File: config.mk
export PLATFORM = sky130hd
export DESIGN_NAME = password_door_lock_controller_flat
export DESIGN_NICKNAME = d
export VERILOG_FILES = /design/src/sv/pdl_pkg.sv /design/src/sv/pdl_cmd_if.sv /design/src/sv/pdl_rsp_if.sv /design/src/sv/pdl_entry_store.sv /design/src/sv/pdl_ctrl.sv /design/src/sv/password_door_lock_controller.sv /design/src/flat_wrapper.sv
export SDC_FILE = /design/constraint.sdc
export NUM_CORES = 1
export LEC_CHECK = 0
export ABC_AREA = 1
export CAP_MARGIN = 20
export CORE_MARGIN = 5
export CORE_UTILIZATION = 57
export DETAILED_ROUTE_END_ITERATION = 7
export DONT_BUFFER_PORTS = 1
export PLACE_DENSITY = 0.75
export SYNTH_ARGS = -nofsm -noshare
export SYNTH_HDL_FRONTEND = slang
export SYNTH_SLANG_ARGS = --single-unit
File: constraint.sdc
create_clock -name clk -period 3 [get_ports clk]
set_input_delay 0.6 -clock clk [delete_from_list [all_inputs] [get_ports clk]]
set_output_delay 0.6 -clock clk [all_outputs]
set_load 0.01 [all_outputs]
File: src/sv/pdl_pkg.sv
// shared types and constants for the password door lock controller
// no dependencies; imported by every module of the block
`default_nettype none

package pdl_pkg;

	localparam int unsigned BYTE_W = 8;

	// command bytes
	localparam logic [BYTE_W-1:0] CMD_SET    = 8'h2B;
	localparam logic [BYTE_W-1:0] CMD_ALARM  = 8'h40;
	localparam logic [BYTE_W-1:0] CMD_DOOR   = 8'h25;
	localparam logic [BYTE_W-1:0] CMD_VERIFY = 8'h23;

	localparam logic [BYTE_W-1:0] TICK_MAX = 8'hFF;

	// configuration register indexes
	localparam logic [1:0] REG_BUZZER_END = 2'd0;
	localparam logic [1:0] REG_OPEN_END   = 2'd1;
	localparam logic [1:0] REG_HOLD_END   = 2'd2;
	localparam logic [1:0] REG_CLOSE_END  = 2'd3;

	localparam logic [BYTE_W-1:0] RST_BUZZER_END = 8'd61;
	localparam logic [BYTE_W-1:0] RST_OPEN_END   = 8'd16;
	localparam logic [BYTE_W-1:0] RST_HOLD_END   = 8'd19;
	localparam logic [BYTE_W-1:0] RST_CLOSE_END  = 8'd34;

	// motor drive codes
	localparam logic [1:0] MOTOR_STOP = 2'd0;
	localparam logic [1:0] MOTOR_CW   = 2'd1;
	localparam logic [1:0] MOTOR_CCW  = 2'd2;

	typedef enum logic [2:0] {
		PH_IDLE,
		PH_SET1,
		PH_SET2,
		PH_VERIFY,
		PH_BUZZ,
		PH_OPEN,
		PH_HOLD,
		PH_CLOSE
	} phase_t;

	typedef struct packed {
		logic [BYTE_W-1:0] buzzer_end;
		logic [BYTE_W-1:0] open_end;
		logic [BYTE_W-1:0] hold_end;
		logic [BYTE_W-1:0] close_end;
	} cfg_t;

	typedef struct packed {
		logic              wr_first;
		logic              wr_stored;
		logic [BYTE_W-1:0] data;
	} store_wr_t;

	typedef struct packed {
		logic       reply_valid;
		logic       reply_match;
		logic       alarm_on;
		logic [1:0] motor_drive;
		logic       busy_res;
	} result_t;

endpackage

`default_nettype wire

File: src/sv/pdl_cmd_if.sv
// input channel: received bytes and timer ticks with valid/ready handshake
// standalone interface, no dependencies
`default_nettype none

interface pdl_cmd_if;
	logic       valid;
	logic       ready;
	logic       action;
	logic [7:0] rx_byte;

	modport source (output valid, output action, output rx_byte, input ready);
	modport sink (input valid, input action, input rx_byte, output ready);
endinterface

`default_nettype wire

File: src/sv/pdl_rsp_if.sv
// result channel: reply, buzzer, motor and busy status with valid/ready handshake
// standalone interface, no dependencies
`default_nettype none

interface pdl_rsp_if;
	logic       valid;
	logic       ready;
	logic       reply_valid;
	logic       reply_match;
	logic       alarm_on;
	logic [1:0] motor_drive;
	logic       busy_res;

	modport source (output valid, output reply_valid, output reply_match,
		output alarm_on, output motor_drive, output busy_res, input ready);
	modport sink (input valid, input reply_valid, input reply_match,
		input alarm_on, input motor_drive, input busy_res, output ready);
endinterface

`default_nettype wire

File: src/sv/pdl_entry_store.sv
// storage for the first password entry and the stored password
// depends on pdl_pkg; no reset, entries are undefined until written
`default_nettype none

module pdl_entry_store #(
	parameter int unsigned PASS_LEN = 5,
	parameter int unsigned IDX_W    = 3
) (
	input  wire logic                      clk,
	input  wire logic [IDX_W-1:0]          idx,
	input  wire pdl_pkg::store_wr_t        wr,
	output logic [pdl_pkg::BYTE_W-1:0]     first_rd,
	output logic [pdl_pkg::BYTE_W-1:0]     stored_rd
);
	import pdl_pkg::*;

	logic [BYTE_W-1:0] first_q  [PASS_LEN];
	logic [BYTE_W-1:0] stored_q [PASS_LEN];

	always_ff @(posedge clk) begin
		if (wr.wr_first) begin
			first_q[idx] <= wr.data;
		end
		if (wr.wr_stored) begin
			stored_q[idx] <= wr.data;
		end
	end

	assign first_rd  = first_q[idx];
	assign stored_rd = stored_q[idx];

endmodule

`default_nettype wire

File: src/sv/pdl_ctrl.sv
// phase state machine, entry counter, match flag and tick counter
// depends on pdl_pkg; drives pdl_entry_store and produces one result per item
`default_nettype none

module pdl_ctrl #(
	parameter int unsigned PASS_LEN = 5,
	parameter int unsigned IDX_W    = 3
) (
	input  wire logic                  clk,
	input  wire logic                  arst_n,
	input  wire logic                  step,
	input  wire logic                  action,
	input  wire logic [7:0]            rx_byte,
	input  wire pdl_pkg::cfg_t         cfg,
	input  wire logic [7:0]            first_rd,
	input  wire logic [7:0]            stored_rd,
	output logic [IDX_W-1:0]           idx,
	output pdl_pkg::store_wr_t         wr,
	output pdl_pkg::result_t           result
);
	import pdl_pkg::*;

	localparam logic [IDX_W-1:0] IDX_LAST = IDX_W'(PASS_LEN - 1);

	phase_t            phase_q, phase_d, phase_pre;
	logic [IDX_W-1:0]  idx_q, idx_d;
	logic              ok_q, ok_d, ok_new;
	logic [BYTE_W-1:0] tick_q, tick_d;
	logic              last, hit, rvalid, rmatch;

	assign idx  = idx_q;
	assign last = (idx_q == IDX_LAST);
	assign hit  = ((phase_q == PH_SET2) ? first_rd : stored_rd) == rx_byte;
	assign ok_new = ok_q & hit;

	// next state
	always_comb begin
		phase_pre = phase_q;
		idx_d     = idx_q;
		ok_d      = ok_q;
		tick_d    = tick_q;
		rvalid    = 1'b0;
		rmatch    = 1'b0;
		wr        = '0;
		wr.data   = rx_byte;
		if (action) begin
			if (phase_q inside {PH_BUZZ, PH_OPEN, PH_HOLD, PH_CLOSE}) begin
				tick_d = (tick_q == TICK_MAX) ? tick_q : 8'(tick_q + 8'd1);
			end
		end else begin
			case (phase_q)
				PH_IDLE: begin
					case (rx_byte)
						CMD_SET: begin
							phase_pre = PH_SET1;
							idx_d     = '0;
							ok_d      = 1'b1;
						end
						CMD_VERIFY: begin
							phase_pre = PH_VERIFY;
							idx_d     = '0;
							ok_d      = 1'b1;
						end
						CMD_ALARM: begin
							phase_pre = PH_BUZZ;
							tick_d    = '0;
						end
						CMD_DOOR: begin
							phase_pre = PH_OPEN;
							tick_d    = '0;
						end
						default: ;
					endcase
				end
				PH_SET1: begin
					wr.wr_first = 1'b1;
					if (last) begin
						phase_pre = PH_SET2;
						idx_d     = '0;
						ok_d      = 1'b1;
					end else begin
						idx_d = IDX_W'(idx_q + 1'b1);
					end
				end
				PH_SET2, PH_VERIFY: begin
					wr.wr_stored = (phase_q == PH_SET2);
					if (last) begin
						rvalid    = 1'b1;
						rmatch    = ok_new;
						phase_pre = PH_IDLE;
						idx_d     = '0;
						ok_d      = 1'b1;
					end else begin
						ok_d  = ok_new;
						idx_d = IDX_W'(idx_q + 1'b1);
					end
				end
				default: ;
			endcase
		end

		// timed stages end as soon as the tick count has reached their limit
		phase_d = phase_pre;
		if (phase_d == PH_BUZZ && tick_d >= cfg.buzzer_end) phase_d = PH_IDLE;
		if (phase_d == PH_OPEN && tick_d >= cfg.open_end) phase_d = PH_HOLD;
		if (phase_d == PH_HOLD && tick_d >= cfg.hold_end) phase_d = PH_CLOSE;
		if (phase_d == PH_CLOSE && tick_d >= cfg.close_end) phase_d = PH_IDLE;

		if (!step) begin
			wr = '0;
			wr.data = rx_byte;
		end
	end

	// outputs
	always_comb begin
		result.reply_valid = rvalid;
		result.reply_match = rmatch;
		result.alarm_on    = (phase_d == PH_BUZZ);
		case (phase_d)
			PH_OPEN:  result.motor_drive = MOTOR_CW;
			PH_CLOSE: result.motor_drive = MOTOR_CCW;
			default:  result.motor_drive = MOTOR_STOP;
		endcase
		result.busy_res = (phase_d != PH_IDLE);
	end

	always_ff @(posedge clk or negedge arst_n) begin
		if (!arst_n) begin
			phase_q <= PH_IDLE;
			idx_q   <= '0;
			ok_q    <= 1'b1;
			tick_q  <= '0;
		end else if (step) begin
			phase_q <= phase_d;
			idx_q   <= idx_d;
			ok_q    <= ok_d;
			tick_q  <= tick_d;
		end
	end

endmodule

`default_nettype wire

File: src/sv/password_door_lock_controller.sv
// Password door lock controller. Each transaction on cmd carries either a received
// byte (action 0) or a timer tick (action 1) and produces exactly one transaction on
// rsp with the reply, buzzer, motor and busy status after that item. The block takes
// one item per clock cycle while rsp is not stalled; an item passes an input register
// and then the result register, which drives rsp, and a stalled rsp holds the pipeline
// back through the ready chain. Registers buzzer_end, open_end, hold_end and close_end
// (indexes 0 to 3 on cfg_idx) are to be written with cfg_we only while the block is
// idle; the block does not enforce this. The two password stores have no reset:
// verifying before any password set compares against undefined contents.
`default_nettype none

module password_door_lock_controller #(
	parameter int unsigned PASS_LEN = 5
) (
	input  wire logic       clk,
	input  wire logic       arst_n,
	pdl_cmd_if.sink         cmd,
	pdl_rsp_if.source       rsp,
	input  wire logic       cfg_we,
	input  wire logic [1:0] cfg_idx,
	input  wire logic [7:0] cfg_data
);
	import pdl_pkg::*;

	localparam int unsigned IDX_W = (PASS_LEN > 1) ? $clog2(PASS_LEN) : 1;

	cfg_t              cfg_q;
	logic              valid_s1, action_s1;
	logic [BYTE_W-1:0] rx_byte_s1;
	logic              res_valid_q;
	result_t           res_q, result;
	logic              adv, step;
	logic [IDX_W-1:0]  idx;
	store_wr_t         wr;
	logic [BYTE_W-1:0] first_rd, stored_rd;

	assign adv       = !res_valid_q || rsp.ready;
	assign step      = valid_s1 && adv;
	assign cmd.ready = !valid_s1 || adv;

	always_ff @(posedge clk or negedge arst_n) begin
		if (!arst_n) begin
			cfg_q.buzzer_end <= RST_BUZZER_END;
			cfg_q.open_end   <= RST_OPEN_END;
			cfg_q.hold_end   <= RST_HOLD_END;
			cfg_q.close_end  <= RST_CLOSE_END;
		end else if (cfg_we) begin
			case (cfg_idx)
				REG_BUZZER_END: cfg_q.buzzer_end <= cfg_data;
				REG_OPEN_END:   cfg_q.open_end   <= cfg_data;
				REG_HOLD_END:   cfg_q.hold_end   <= cfg_data;
				REG_CLOSE_END:  cfg_q.close_end  <= cfg_data;
				default: ;
			endcase
		end
	end

	// input register
	always_ff @(posedge clk or negedge arst_n) begin
		if (!arst_n) begin
			valid_s1 <= 1'b0;
		end else if (cmd.ready) begin
			valid_s1 <= cmd.valid;
		end
	end

	always_ff @(posedge clk) begin
		if (cmd.ready && cmd.valid) begin
			action_s1  <= cmd.action;
			rx_byte_s1 <= cmd.rx_byte;
		end
	end

	pdl_entry_store #(
		.PASS_LEN (PASS_LEN),
		.IDX_W    (IDX_W)
	) u_store (
		.clk       (clk),
		.idx       (idx),
		.wr        (wr),
		.first_rd  (first_rd),
		.stored_rd (stored_rd)
	);

	pdl_ctrl #(
		.PASS_LEN (PASS_LEN),
		.IDX_W    (IDX_W)
	) u_ctrl (
		.clk       (clk),
		.arst_n    (arst_n),
		.step      (step),
		.action    (action_s1),
		.rx_byte   (rx_byte_s1),
		.cfg       (cfg_q),
		.first_rd  (first_rd),
		.stored_rd (stored_rd),
		.idx       (idx),
		.wr        (wr),
		.result    (result)
	);

	// result register
	always_ff @(posedge clk or negedge arst_n) begin
		if (!arst_n) begin
			res_valid_q <= 1'b0;
		end else if (adv) begin
			res_valid_q <= valid_s1;
		end
	end

	always_ff @(posedge clk) begin
		if (step) begin
			res_q <= result;
		end
	end

	assign rsp.valid       = res_valid_q;
	assign rsp.reply_valid = res_q.reply_valid;
	assign rsp.reply_match = res_q.reply_match;
	assign rsp.alarm_on    = res_q.alarm_on;
	assign rsp.motor_drive = res_q.motor_drive;
	assign rsp.busy_res    = res_q.busy_res;

`ifndef SYNTHESIS
	// a reply always closes the command
	a_reply_ends_cmd: assert property (@(posedge clk) disable iff (!arst_n)
		res_valid_q && res_q.reply_valid |-> !res_q.busy_res)
		else $error("reply sent while command still busy");

	a_match_needs_reply: assert property (@(posedge clk) disable iff (!arst_n)
		res_valid_q && res_q.reply_match |-> res_q.reply_valid)
		else $error("match flag without reply");

	a_buzz_motor_excl: assert property (@(posedge clk) disable iff (!arst_n)
		res_valid_q && res_q.alarm_on |-> res_q.motor_drive == MOTOR_STOP)
		else $error("buzzer and motor active together");

	// an item in the input register moves on whenever the result side can take it
	a_no_stall_when_free: assert property (@(posedge clk) disable iff (!arst_n)
		valid_s1 && !res_valid_q |=> res_valid_q)
		else $error("pipeline stalled with free result register");
`endif

endmodule

`default_nettype wire

File: src/flat_wrapper.sv
// flat-port wrapper written by rule: the top's interface ports become plain ports
module password_door_lock_controller_flat import pdl_pkg::*;
#(
	parameter int unsigned PASS_LEN = 5
)
  (clk, arst_n, cfg_we, cfg_idx, cfg_data, cmd_valid, cmd_action, cmd_rx_byte, cmd_ready, rsp_valid, rsp_reply_valid, rsp_reply_match, rsp_alarm_on, rsp_motor_drive, rsp_busy_res, rsp_ready);
  pdl_cmd_if cmd_i ();
  pdl_rsp_if rsp_i ();
  input  wire logic clk;
  input  wire logic arst_n;
  input  wire logic cfg_we;
  input  wire logic [1:0] cfg_idx;
  input  wire logic [7:0] cfg_data;
  input wire logic [$bits(cmd_i.valid)-1:0] cmd_valid;
  input wire logic [$bits(cmd_i.action)-1:0] cmd_action;
  input wire logic [$bits(cmd_i.rx_byte)-1:0] cmd_rx_byte;
  output wire logic [$bits(cmd_i.ready)-1:0] cmd_ready;
  output wire logic [$bits(rsp_i.valid)-1:0] rsp_valid;
  output wire logic [$bits(rsp_i.reply_valid)-1:0] rsp_reply_valid;
  output wire logic [$bits(rsp_i.reply_match)-1:0] rsp_reply_match;
  output wire logic [$bits(rsp_i.alarm_on)-1:0] rsp_alarm_on;
  output wire logic [$bits(rsp_i.motor_drive)-1:0] rsp_motor_drive;
  output wire logic [$bits(rsp_i.busy_res)-1:0] rsp_busy_res;
  input wire logic [$bits(rsp_i.ready)-1:0] rsp_ready;
  assign cmd_i.valid = cmd_valid;
  assign cmd_i.action = cmd_action;
  assign cmd_i.rx_byte = cmd_rx_byte;
  assign cmd_ready = cmd_i.ready;
  assign rsp_valid = rsp_i.valid;
  assign rsp_reply_valid = rsp_i.reply_valid;
  assign rsp_reply_match = rsp_i.reply_match;
  assign rsp_alarm_on = rsp_i.alarm_on;
  assign rsp_motor_drive = rsp_i.motor_drive;
  assign rsp_busy_res = rsp_i.busy_res;
  assign rsp_i.ready = rsp_ready;
  password_door_lock_controller #(.PASS_LEN(PASS_LEN)) u_core (.clk(clk), .arst_n(arst_n), .cmd(cmd_i), .rsp(rsp_i), .cfg_we(cfg_we), .cfg_idx(cfg_idx), .cfg_data(cfg_data));
endmodule
==> results_dict.tcl <==
set metrics [dict create \
    seq_area_frac_synth_pct 59.2 \
    slew-limit-headroom_pct 26.4 \
    finalHoldWorstSlack_ps 12.0 \
    finalHoldViolCount 0 \
    cap_violations 0 \
    required_ps 3180 \
    p_leak_uw 0.00369 \
    drt-total-wl_um 18200 \
    numCtsBuffers 17 \
    dr_total_vias 5532 \
    post-place-cells 897 \
    crit_start "u_core.u_ctrl.tick_q[0]$_DFFE_PN0P_" \
    wl_per_cell_um 19.2 \
    die_x_um 120 \
    core_area_um2 12000 \
    setup_viol 7 \
    fin_cells 948 \
    antenna_found_initial 0 \
    syn_area_per_cell_um2 9.75 \
    fin_ws_ps -384 \
    slowest_delay_ps 440 \
    cp_cell_sequence "ha_4 -> nand3_4 -> nor2_4 -> nand3_2 -> nor2_4 -> nor2_4 -> buf_6 -> a221oi_2 -> buf_4 -> ha_4 -> nand2_4 -> a21oi_2 -> nor2_2 -> nand3_2 -> nand4_1 -> and2_4 -> o21ai_4 -> a21oi_4 -> nand2_4 -> o21ai_2 -> nand2_1" \
    hpwl_um 10900 \
    die_h_um 120 \
    place.gp.congestion 0.903 \
    grt-ovfl-total 0 \
    initial_utilization_pct 57.8 \
    via_per_inst 5.84 \
    dpl_worst_slack_ps -427 \
    synth_ff_type "edfxtp_1" \
    crit_top_cell "nor2_4" \
    clk_path_buf_depth 2 \
    drive_above_1_share_pct 25.0 \
    ios 32 \
    arrival_ps 3560 \
    synth_edf_count 95 \
    ir_worst_vdd_uv 522 \
    critPathKind "register to register" \
    cts.clk_slew.worst_paths_ps 60 \
    synth.most_common_cell "nand2_1" \
    ant_nets 0 \
    grt_pass1_vias 5518 \
    cts_sinks 144 \
    num-fill-cells 731 \
    period_needed_ps 3380 \
    rows 40 \
    synth_area_leaders "edfxtp_1 (41%), dfrtp_1 (13%), nand2_1 (12%)" \
    fmax_ghz 0.295 \
    ys_ff_latch 144 \
    die_area_um2 14400 \
    hp-class "input port to async pin" \
    mappedNetlistArea_um2 6920 \
    syn_nets 768 \
    tightest_slew_ps 1100 \
    status "complete, but fails checks" \
    port_buffers 0 \
    yosys.cell_types.count 41 \
    end_kind "register" \
    cts_tree "done" \
    drc 0 \
    worstSkewPairLatency_ps 430 \
    fin_nets 847 \
    crit_fanout 7 \
    drtPass1Iterations 5 \
    drt_iter0_markers 551 \
    finalMaxSlewViolations 0 \
    grt_use_total_pct 25.3 \
    async_reset_ff_share_pct 34.0 \
    synthTopCellsByCount "nand2_1 (213), edfxtp_1 (95), inv_1 (85), o21ai_0 (56)" \
    grt_max_degree 38 \
    cts-htree-levels 4 \
    power-per-cell-area_nw_per_um2 841 \
    critPathLaunchType "register" \
    root_buffer "clkbuf_16" \
    grt_pass1_wl_um 27800 \
    yosysTopAreaCellShare_pct 41.3 \
    area_growth_pct 23.9 \
    cp_slowest_cell "dfrtp_1" \
    yosysTopAreaCell "edfxtp_1" \
    yosys_warnings 0 \
    violations "setup timing" \
    min_period_over_period_pct 113 \
    clock-skew-final_ps 7.88 \
    syn_inst 709 \
    rsz0062_at_grt "true" \
    reg2reg_from "u_core.u_ctrl.tick_q[0]$_DFFE_PN0P_" \
    setup_tns_ps -2230 \
    antennaDiodeCount 0 \
]
## metrics by stage
| step | area (um2) | total power, uW | utilization (%) |
|---|---|---|---|
| 3_3_place_gp | 7440 | 4430 | 62.2 |
| 4_1_cts | 8340 | 6890 | 69.7 |
| 2_1_floorplan | 6930 | 3890 | - |
| 3_5_place_dp | 7440 | 4530 | 62.2 |
| 6_report | 8570 | 7210 | 71.6 |
| 5_1_grt | 8570 | 7580 | 71.6 |
## cells in the final DEF (no fill, tap or decap), types with 14 or more instances in the layout
master / count
nand2_1: 202
edfxtp_1: 95
inv_1: 74
buf_4: 71
o21ai_0: 48
dfrtp_1: 37
nor2_1: 27
ha_1: 27
a21oi_1: 26
nand3_1: 24
nand4_1: 22
clkbuf_16: 17
inv_2: 14
## sequential cells by signal, indices dropped and copies added (netlist names)
| name | count |
|---|---|
| u_core.u_ctrl.tick_q | 8 |
| u_core.rx_byte_s1 | 8 |
| u_core.rsp.motor_drive | 2 |
| u_core.u_ctrl.ok_q | 1 |
| u_core.rsp.reply_valid | 1 |
| u_core.rsp.reply_match | 1 |
| u_core.cfg_q | 32 |
| u_core.rsp.valid | 1 |
| u_core.valid_s1 | 1 |
| u_core.rsp.busy_res | 1 |
| u_core.u_ctrl.idx | 3 |
| u_core.action_s1 | 1 |
| u_core.u_store.stored_q | 40 |
| u_core.rsp.alarm_on | 1 |
| u_core.u_store.first_q | 40 |
| u_core.u_ctrl.phase_q | 3 |
## where the power goes
| part | switching [uW] | internal, uW |
|---|---|---|
| logic | 1580 | 964 |
| registers | 175 | 2350 |
| clock network | 829 | 1310 |
| total | 2580 | 4620 |
## area by class of cell
| class | instances | area (um2) | area share [%] |
|---|---|---|---|
| Sequential cell | 144 | 4090 | 47.8 |
| Timing Repair Buffer | 74 | 574 | 6.70 |
| Inverter | 91 | 345 | 4.03 |
| Multi-Input combinational cell | 460 | 2780 | 32.4 |
| Clock buffer | 19 | 433 | 5.05 |
| Clock inverter | 13 | 163 | 1.90 |
| Tap cell | 147 | 184 | 2.15 |
## per-layer routing
layer  up-vias  GRT usage, %  part of all wire [%]  wire (um)
met5         -             0                     0          0
met4         0          11.3                   3.6        647
met3        67          6.17                   8.1       1470
met2       265          41.0                    48       8810
met1      2665          32.4                    40       7240
li1       2535             -                     -          -
## final timing paths
| kind | slack, ps | end | depth (start not counted) |
|---|---|---|---|
| max | -380 | u_core.rsp.busy_res$_DFFE_PP_ | 21 |
| min | 10 | u_core.cfg_q[8]$_DFFE_PN1P_ | 0 |
| max reg2reg | -380 | u_core.rsp.busy_res$_DFFE_PP_ | 21 |
| min reg2reg | 490 | u_core.cfg_q[6]$_DFFE_PN0P_ | 2 |
| max in group asynchronous | 2420 | u_core.cfg_q[26]$_DFFE_PN1P_ | 1 |
| min in group clk | 270 | u_core.rx_byte_s1[3]$_DFFE_PP_ | 0 |
## worst max-delay path: cells and delay by family, from the launching register on
family                     cells  cell delay (ps)
adders and majority gates      2              400
buffers and inverters          2              330
and+or+nand+nor               12             1370
AOI/OAI and AO/OA              5              600
DFF                            1              440
## cells by family (layout without fill, tap and decap cells)
kind of cell             after synthesis  in the layout  synth area share (%)
AND/OR/NAND/NOR                      319            319                  19.8
flip-flops                           144            144                  59.2
buffers and inverters                105            197                  6.22
AO/OA/AOI/OAI                        103            103                  8.09
adder cells (fa/ha/maj)               35             35                  6.33
XOR/XNOR                               3              3                 0.380
## timing repair
item / in CTS / in global routing
pin swaps: 28 / 23
endpoints found under the setup margin: 7 / 7
gates resized for setup: 56 / 32
endpoints found under the hold margin: 37 / 1
buffers inserted: 8 / 9
hold buffers: 1 / 1
No activity file was read; power rests on OpenSTA's default activity.
